===== config.mk =====
export PLATFORM = sky130hd
export DESIGN_NAME = slcan_transmit_line_parser_top
export DESIGN_NICKNAME = d
export VERILOG_FILES = /design/src/rtl/core/sltx_pkg.sv /design/src/rtl/core/sltx_line_accum.sv /design/src/rtl/core/sltx_frame_build.sv /design/src/rtl/core/slcan_transmit_line_parser_top.sv
export SDC_FILE = /design/constraint.sdc
export NUM_CORES = 1
export LEC_CHECK = 0
export BUFFER_PORTS_ARGS = -buffer_cell sky130_fd_sc_hd__buf_2
export CAP_MARGIN = 10
export CORE_MARGIN = 1
export CORE_UTILIZATION = 55
export DETAILED_ROUTE_END_ITERATION = 10
export PLACE_DENSITY_LB_ADDON = 0.25
export RECOVER_POWER = 100
export SLEW_MARGIN = 20
export SYNTH_ARGS = -nofsm -noshare
export SYNTH_HDL_FRONTEND = slang
export SYNTH_HIERARCHICAL = 1
export SYNTH_SLANG_ARGS = --single-unit
export TNS_END_PERCENT = 30

===== constraint.sdc =====
create_clock -name clk -period 11.8 [get_ports clk]
set_clock_uncertainty 0.2 [all_clocks]
set_input_delay 2.36 -clock clk [delete_from_list [all_inputs] [get_ports clk]]
set_output_delay 2.36 -clock clk [all_outputs]
set_load 0.05 [all_outputs]

===== src/rtl/core/sltx_pkg.sv =====
// Shared constants, types and hex decode for the SLCAN transmit line parser.
package sltx_pkg;

    localparam int unsigned MAX_DATA_BYTES_DEF = 8;
    localparam int unsigned DATA_W             = 64;
    localparam int unsigned ID_W               = 12;
    localparam int unsigned LEN_W              = 4;
    localparam int unsigned POS_W              = 5;

    localparam logic [7:0] CH_CR    = 8'h0D;
    localparam logic [7:0] CH_TX    = 8'h74;
    localparam logic [7:0] CH_CLOSE = 8'h43;

    localparam int unsigned POS_LEN  = 4;
    localparam int unsigned POS_DATA = 5;
    localparam int unsigned POS_MAX  = 31;

    localparam logic LC_TRANSMIT = 1'b0;
    localparam logic LC_CLOSE    = 1'b1;

    typedef struct packed {
        logic [7:0]        cmd_char;
        logic              started;
        logic [ID_W-1:0]   id;
        logic [LEN_W-1:0]  len;
        logic [DATA_W-1:0] data;
    } line_state_t;

    function automatic logic [3:0] hex_value(input logic [7:0] c);
        logic [3:0] v;
        v = 4'h0;
        if (c >= 8'h30 && c <= 8'h39)
        begin
            v = c[3:0];
        end
        else if (c >= 8'h41 && c <= 8'h46)
        begin
            v = 4'(c[3:0] + 4'd9);
        end
        return v;
    endfunction

endpackage


===== src/rtl/core/sltx_line_accum.sv =====
// Per-line state: command character, position counter and digit accumulators.
module sltx_line_accum #(
    parameter int unsigned MAX_DATA_BYTES = sltx_pkg::MAX_DATA_BYTES_DEF
) (
    input  logic                  clk,
    input  logic                  rst_n,
    input  logic                  take,
    input  logic [7:0]            rx_byte,
    output sltx_pkg::line_state_t state
);

    localparam int unsigned ACC_W = 8 * MAX_DATA_BYTES;

    logic [7:0]                    cmd_reg, cmd_next;
    logic [sltx_pkg::POS_W-1:0]    pos_reg, pos_next;
    logic [sltx_pkg::ID_W-1:0]     id_reg, id_next;
    logic [sltx_pkg::LEN_W-1:0]    len_reg, len_next;
    logic [ACC_W-1:0]              data_reg, data_next;
    logic [3:0]                    nib;

    assign nib = sltx_pkg::hex_value(rx_byte);

    always_comb
    begin
        cmd_next  = cmd_reg;
        pos_next  = pos_reg;
        id_next   = id_reg;
        len_next  = len_reg;
        data_next = data_reg;
        if (take)
        begin
            if (rx_byte == sltx_pkg::CH_CR)
            begin
                cmd_next  = 8'h00;
                pos_next  = '0;
                id_next   = '0;
                len_next  = '0;
                data_next = '0;
            end
            else
            begin
                if (pos_reg == '0)
                begin
                    cmd_next = rx_byte;
                end
                else if (cmd_reg == sltx_pkg::CH_TX)
                begin
                    if (pos_reg < sltx_pkg::POS_W'(sltx_pkg::POS_LEN))
                    begin
                        id_next = {id_reg[sltx_pkg::ID_W-5:0], nib};
                    end
                    else if (pos_reg == sltx_pkg::POS_W'(sltx_pkg::POS_LEN))
                    begin
                        len_next = nib;
                    end
                    else
                    begin
                        for (int b = 0; b < int'(MAX_DATA_BYTES); b++)
                        begin
                            // high digit of each byte arrives first
                            if (pos_reg == sltx_pkg::POS_W'(sltx_pkg::POS_DATA + 2 * b))
                            begin
                                data_next[8*b+4 +: 4] = data_reg[8*b+4 +: 4] | nib;
                            end
                            if (pos_reg == sltx_pkg::POS_W'(sltx_pkg::POS_DATA + 2 * b + 1))
                            begin
                                data_next[8*b +: 4] = data_reg[8*b +: 4] | nib;
                            end
                        end
                    end
                end
                if (pos_reg != sltx_pkg::POS_W'(sltx_pkg::POS_MAX))
                begin
                    pos_next = pos_reg + 1'b1;
                end
            end
        end
    end

    always_ff @(posedge clk or negedge rst_n)
    begin
        if (!rst_n)
        begin
            cmd_reg  <= 8'h00;
            pos_reg  <= '0;
            id_reg   <= '0;
            len_reg  <= '0;
            data_reg <= '0;
        end
        else
        begin
            cmd_reg  <= cmd_next;
            pos_reg  <= pos_next;
            id_reg   <= id_next;
            len_reg  <= len_next;
            data_reg <= data_next;
        end
    end

    always_comb
    begin
        state.cmd_char = cmd_reg;
        state.started  = (pos_reg != '0);
        state.id       = id_reg;
        state.len      = len_reg;
        state.data     = sltx_pkg::DATA_W'(data_reg);
    end

endmodule


===== src/rtl/core/sltx_frame_build.sv =====
// Result formation at the line terminator and the output register.
module sltx_frame_build #(
    parameter int unsigned MAX_DATA_BYTES = sltx_pkg::MAX_DATA_BYTES_DEF
) (
    input  logic                          clk,
    input  logic                          rst_n,
    input  logic                          line_end,
    input  sltx_pkg::line_state_t         state,
    input  logic                          out_stall,
    output logic                          out_valid,
    output logic                          line_command,
    output logic                          frame_valid,
    output logic [sltx_pkg::ID_W-1:0]     frame_id,
    output logic [sltx_pkg::LEN_W-1:0]    frame_length,
    output logic [sltx_pkg::DATA_W-1:0]   frame_data
);

    logic                          is_tx, is_close, load, ok;
    logic                          valid_reg, valid_next;
    logic                          cmd_reg, cmd_next;
    logic                          ok_reg, ok_next;
    logic [sltx_pkg::ID_W-1:0]     id_reg, id_next;
    logic [sltx_pkg::LEN_W-1:0]    len_reg, len_next;
    logic [sltx_pkg::DATA_W-1:0]   data_reg, data_next;

    assign is_tx    = state.started && (state.cmd_char == sltx_pkg::CH_TX);
    assign is_close = state.started && (state.cmd_char == sltx_pkg::CH_CLOSE);
    assign load     = line_end && (is_tx || is_close);
    assign ok       = (state.id != '0) && (state.len != '0)
                      && (state.len <= sltx_pkg::LEN_W'(MAX_DATA_BYTES));

    always_comb
    begin
        cmd_next  = is_tx ? sltx_pkg::LC_TRANSMIT : sltx_pkg::LC_CLOSE;
        ok_next   = is_tx && ok;
        id_next   = is_tx ? state.id : '0;
        len_next  = is_tx ? state.len : '0;
        data_next = '0;
        for (int b = 0; b < int'(MAX_DATA_BYTES); b++)
        begin
            if (ok_next && (sltx_pkg::LEN_W'(b) < state.len))
            begin
                data_next[8*b +: 8] = state.data[8*b +: 8];
            end
        end
        valid_next = load ? 1'b1 : (valid_reg && out_stall);
    end

    always_ff @(posedge clk or negedge rst_n)
    begin
        if (!rst_n)
        begin
            valid_reg <= 1'b0;
        end
        else
        begin
            valid_reg <= valid_next;
        end
    end

    always_ff @(posedge clk)
    begin
        if (load)
        begin
            cmd_reg  <= cmd_next;
            ok_reg   <= ok_next;
            id_reg   <= id_next;
            len_reg  <= len_next;
            data_reg <= data_next;
        end
    end

    assign out_valid    = valid_reg;
    assign line_command = cmd_reg;
    assign frame_valid  = ok_reg;
    assign frame_id     = id_reg;
    assign frame_length = len_reg;
    assign frame_data   = data_reg;

endmodule


===== src/rtl/core/slcan_transmit_line_parser_top.sv =====
// Top level of the SLCAN transmit line parser.
//
//  channel  | direction | handshake            | payload
//  ---------+-----------+----------------------+--------------------------------------
//  input    | in        | in_valid / in_stall  | rx_byte
//  result   | out       | out_valid / out_stall| line_command, frame_valid, frame_id,
//           |           |                      | frame_length, frame_data
//
// One character per cycle unless stalled; a result is registered on its terminator.
// The line state registers and the output register are the only pipeline stages.
// in_stall rises only while a result is held and out_stall is high.
// Asynchronous reset returns to start of line with the output register empty.
module slcan_transmit_line_parser_top #(
    parameter int unsigned MAX_DATA_BYTES = sltx_pkg::MAX_DATA_BYTES_DEF
) (
    input  logic                          clk,
    input  logic                          rst_n,
    input  logic                          in_valid,
    output logic                          in_stall,
    input  logic [7:0]                    rx_byte,
    output logic                          out_valid,
    input  logic                          out_stall,
    output logic                          line_command,
    output logic                          frame_valid,
    output logic [sltx_pkg::ID_W-1:0]     frame_id,
    output logic [sltx_pkg::LEN_W-1:0]    frame_length,
    output logic [sltx_pkg::DATA_W-1:0]   frame_data
);

    logic                  take;
    sltx_pkg::line_state_t state;

    assign in_stall = out_valid && out_stall;
    assign take     = in_valid && !in_stall;

    sltx_line_accum #(
        .MAX_DATA_BYTES(MAX_DATA_BYTES)
    ) u_accum (
        .clk     (clk),
        .rst_n   (rst_n),
        .take    (take),
        .rx_byte (rx_byte),
        .state   (state)
    );

    sltx_frame_build #(
        .MAX_DATA_BYTES(MAX_DATA_BYTES)
    ) u_build (
        .clk          (clk),
        .rst_n        (rst_n),
        .line_end     (take && (rx_byte == sltx_pkg::CH_CR)),
        .state        (state),
        .out_stall    (out_stall),
        .out_valid    (out_valid),
        .line_command (line_command),
        .frame_valid  (frame_valid),
        .frame_id     (frame_id),
        .frame_length (frame_length),
        .frame_data   (frame_data)
    );

endmodule


After elaboration in Yosys (flattened, before gate mapping). Cells that the tools add are included.

Register bits after elaboration: 176. Input port bits: 12.

Add/subtract/negate cells: 2. Magnitude comparators: 14. Eq/ne operators: 24. Mux-type cells: 38. Bitwise logic cells: 16. Reductions and logical operators: 66.

Operators with widths (count): 64-bit two-way mux (5); 6-bit AND reduction (16); 4-bit two-way mux (23); 4-bit bitwise OR (16); 12-bit two-way mux (4); 2-bit nonzero test (21); 5-bit by 4-bit == test with 1-bit output, second input constant (8); 5-bit == test, second input constant (5); 5-bit by 3-bit == test with 1-bit output, second input constant (4); 1-bit logical AND (19); 8-bit by 7-bit == test with 1-bit output, second input constant (2); 3-bit by 4-bit less-than comparator with 1-bit output, first input constant (4); 8-bit two-way mux (2); 12-bit nonzero test (1); 5-bit two-way mux (2); 8-bit by 4-bit == test with 1-bit output, second input constant (1); 8-bit by 6-bit >= comparator with 1-bit output, second input constant (1); 8-bit by 7-bit >= comparator with 1-bit output, second input constant (1); 8-bit by 6-bit <= comparator with 1-bit output, second input constant (1); 8-bit by 7-bit <= comparator with 1-bit output, second input constant (1); 1-bit by 4-bit less-than comparator with 1-bit output, first input constant (2); 2-bit by 4-bit less-than comparator with 1-bit output, first input constant (2); 2-bit inequality test, second input constant (3); 5-bit by 1-bit adder with 5-bit output, second input constant (1); other kinds (13) (15).

Depth between registers and ports, before layout.
Depth in word-level cells: 11. Depth in mapped cells: 12. Depth with buffers taken out: 9.

Modules after synthesis. The synthesis kept the hierarchy.

By module, submodules not included: sltx_line_accum (instances 1, cells an instance 404, area each 4280.4 µm², sequential area each 2327.2 µm²); sltx_frame_build (instances 1, cells an instance 269, area each 3638.5 µm², sequential area each 2487.4 µm²); slcan_transmit_line_parser_top (instances 1, cells an instance 5, area each 36.3 µm², sequential area each 0.0 µm²).

Worst setup path after synthesis. No wires, ideal clock.

Path type: input port to flip-flop. Start: input in_valid. End: register u_build.data_reg (netlist bit u_build/frame_data[0]) (enable). Setup time: 524 ps. Data arrival time: 6264 ps. Data required time: 11076 ps. Slack: 4812 ps. Stages on the path: 4. Cell sequence: a21boi_1 and3_1 nand2_1 nor2_1.

Cells in the longest elaborated chain, start to end: 3.

Ends and longest elaborated chain: start, declared (line slcan_transmit_line_parser_top.sv:18) `input logic in_valid,`; 1-bit logical AND (line slcan_transmit_line_parser_top.sv:34) `assign take = in_valid && !in_stall;`; 1-bit logical AND (line slcan_transmit_line_parser_top.sv:51) `.line_end (take && (rx_byte == sltx_pkg::CH_CR)),`; 1-bit logical AND (line sltx_frame_build.sv:28) `assign load = line_end && (is_tx || is_close);`; named net u_build.load (line sltx_frame_build.sv:18) `logic is_tx, is_close, load, ok;`; end signal, assigned (line sltx_frame_build.sv:69) `data_reg <= data_next;`; end, declared (line sltx_frame_build.sv:24) `logic [sltx_pkg::DATA_W-1:0] data_reg, data_next;`.

The timed path passes the listed nets, and every way through them passes these cells. A chain may end at the register's enable or synchronous reset.

Worst setup path after layout.
Start: input out_stall. End: register u_build.id_reg (netlist bit u_build/frame_id[0]) (enable).

Cells in the longest elaborated chain, start to end: 5.

Ends and longest elaborated chain: start, declared (line slcan_transmit_line_parser_top.sv:22) `input logic out_stall,`; 1-bit logical AND (line slcan_transmit_line_parser_top.sv:33) `assign in_stall = out_valid && out_stall;`; 1-bit zero test (line slcan_transmit_line_parser_top.sv:34); 1-bit logical AND (line slcan_transmit_line_parser_top.sv:34); named net take (line slcan_transmit_line_parser_top.sv:30) `logic take;`; 1-bit logical AND (line slcan_transmit_line_parser_top.sv:51); 1-bit logical AND (line sltx_frame_build.sv:28); named net u_build.load (line sltx_frame_build.sv:18); end signal, assigned (line sltx_frame_build.sv:67) `id_reg <= id_next;`; end, declared (line sltx_frame_build.sv:22) `logic [sltx_pkg::ID_W-1:0] id_reg, id_next;`.

The timed path passes the listed nets, and every way through them passes these cells.

==> run metrics <==
status=finished, violations left; failing checks=max-capacitance violations, max-slew violations; Residual DRC=0; area of the multi-input gates=2770 µm²; GPL Wtd Cong=0.863; hpwl dp=11.4 mm; clock sink total=176; vias=5,626; critical path fanouts, max=49; Tot GR Track Use=0.243; post-cts resize count=0; Crit path largest cell delay=2.04 ns; H-Tree Depth=4; total CTS buffers=17; Starting DRT DRC Count=535; placed cell count=914; # IOs=96; smallest setup slack after layout=3.91 ns; crit-path most repeated cell=clkbuf_1; critical path's top delay family=buffers and inverters; biggest area consumer among synthesized cells=edfxtp_1; Layout Cells excl Fill=946; Syn Inst Count=678; Final min period=7.89 ns; Post-synth EDFFs=82; Setup violations, final=0; Antenna Violating Nets Remaining=0; pre-CTS WS=6.43 ns; die area=14,900 µm²; slowest cell on the critical path=nor2_1; post-synthesis sequential area ratio=0.605; CP Data Required Time=11.60 ns; CTS tree=yes; routed len/inst=18.1 µm; Core Rows=43; Seq cells post-synth=176; Syn Nets=699; Post-Route WL=17.1 mm; share of cells above drive strength 1=0.0927; Worst Path Arrival=7.69 ns; Worst Path Class, Setup=input port to register; Die W=122 µm; Hold Vio Cnt, Final=0; CP Capture Type=register; area grow syn2layout=11.9%; top cell type's share of synthesized area=0.310; first-pass GRT wire length=27.4 mm; fin. max-slew vios=233; PD cells=155 nW/µm²; critical path startpoint category=input port; Starting Density=0.569; vias in the first global route=5,220; Core Region=14,000 µm²; Final period util=0.669; largest net degree at the start of global routing=66; most frequent cells in the layout=99 x clkbuf_1, 95 x nand2_1, 94 x dfrtp_1; Leak=0.00350 µW; Top FF cell, synth=dfrtp_1; Slew headroom=-0.918; fraction of registers with async set/reset=0.534; Post-CTS Setup Repair Bufs=0; worst min path class=register to register; Max-Cap Viols=5; Setup TNS=0 ns; RSZ-0062 raised after global routing=no; Peak VDD IR=121 µV; Die H=122 µm; # hold bufs at CTS=0; synth warn=6; Achievable Freq=127 MHz; Port Buffer Count=95; initial antenna violation count=0; Syn Area/Cell=11.7 µm²; worst-margin pin slew=2.88 ns; Vias per Instance=5.95; commonest non-fill, non-tap cell in the layout=clkbuf_1; final net count=774; worst path bufs/invs=3; clk_lat worst skew=0.43 ns; Sequential cell area=4810 µm²; synthesized area=7960 µm²; CP Cell Sequence=clkbuf_1 > a21boi_0 > clkbuf_1 > and3_1 > nand2_1 > nor2_1 > clkbuf_1; synth top area cells=edfxtp_1 31%, dfrtp_1 30%, nand2_1 4.5%, nor4_1 3.4%, nor4_2 2.8%; DRT Pass-1 Iters=5; clock root buffer=clkbuf_16; fill count=1,121; grt ovf=0; clock tree buffer depth=2; Reg clk slew, reported paths=0.06 ns; number of diodes=0; count of different cell masters after synthesis=69
-- path summary, 6_finish.rpt --
check | start | endpoint | slack (ns) | cells past startpoint
max | out_stall | u_build/frame_id[0] | 3.91 | 7
min | u_accum/data_reg[36] | u_accum/data_reg[36] | 0.29 | 2
max reg2reg | u_build/out_valid | u_build/frame_id[0] | 5.51 | 6
min reg2reg | u_accum/data_reg[36] | u_accum/data_reg[36] | 0.29 | 2
max in group asynchronous | rst_n | u_accum/data_reg[36] | 5.40 | 2
min in group asynchronous | rst_n | u_accum/data_reg[61] | 2.39 | 1
-- power breakdown --
part           leakage, µW  switching [µW]  internal [µW]  total [µW]
clock network     0.000296             223            340         563
registers          0.00224            35.5            657         693
logic             0.000962            73.6           48.8         122
-- metal layers --
metal | track usage | routed length, µm
met4 | 0.0701 | 171
met1 | 0.342 | 7730
met2 | 0.375 | 8100
met3 | 0.0627 | 1130
met5 | 0 | 0
-- tightest hold or removal path: cells and delay by family (launching register included) --
kind | cells | cell delay [ns]
flip-flops | 1 | 0.34
AO/OA/AOI/OAI | 1 | 0.06
AND/OR/NAND/NOR | 1 | 0.05
-- kinds of logic (layout without fill, tap and decap cells) --
family                     Yosys count  count (layout)  synth area share
and+or+nand+nor                    287             287             0.220
buffers and inverters               66             154            0.0390
AOI/OAI and AO/OA                  128             128             0.106
adders and majority gates            9               9            0.0142
xor gates and xnor gates             2               2           0.00220
DFF                                176             176             0.605
muxes                               10              10            0.0134
-- layout make-up --
class	count	share of cell area
clock buffers	26	0.0610
clock inverters	6	0.00731
inverters	16	0.00675
multi-input cells	436	0.312
flip-flops and latches	176	0.541
well taps	180	0.0253
repair buffers	106	0.0471
-- synthesized netlist by cell type (all sizes together), types with 5 or more instances --
library cell	n
dfrtp	94
and2	19
nor2	37
mux2i	5
nor3	13
edfxtp	82
nor4	64
inv	16
o21ai	40
o21a	23
a22o	11
a31oi	6
nand2	95
and3	7
clkbuf	25
a32o	8
buf	25
nor4b	5
a21oi	25
nor3b	18
mux2	5
ha	9
-- stage by stage --
stage	instance area [µm²]	utilization	hold slack, ns	total power (µW)
floorplan	7960	-	0.248	788
global placement	8520	0.609	0.276	819
detailed placement	8520	0.609	0.280	825
CTS	9130	0.652	0.295	1390
global route	8900	0.636	0.307	1430
finish	8900	0.636	0.291	1380
(Power assumes the default switching activity.)
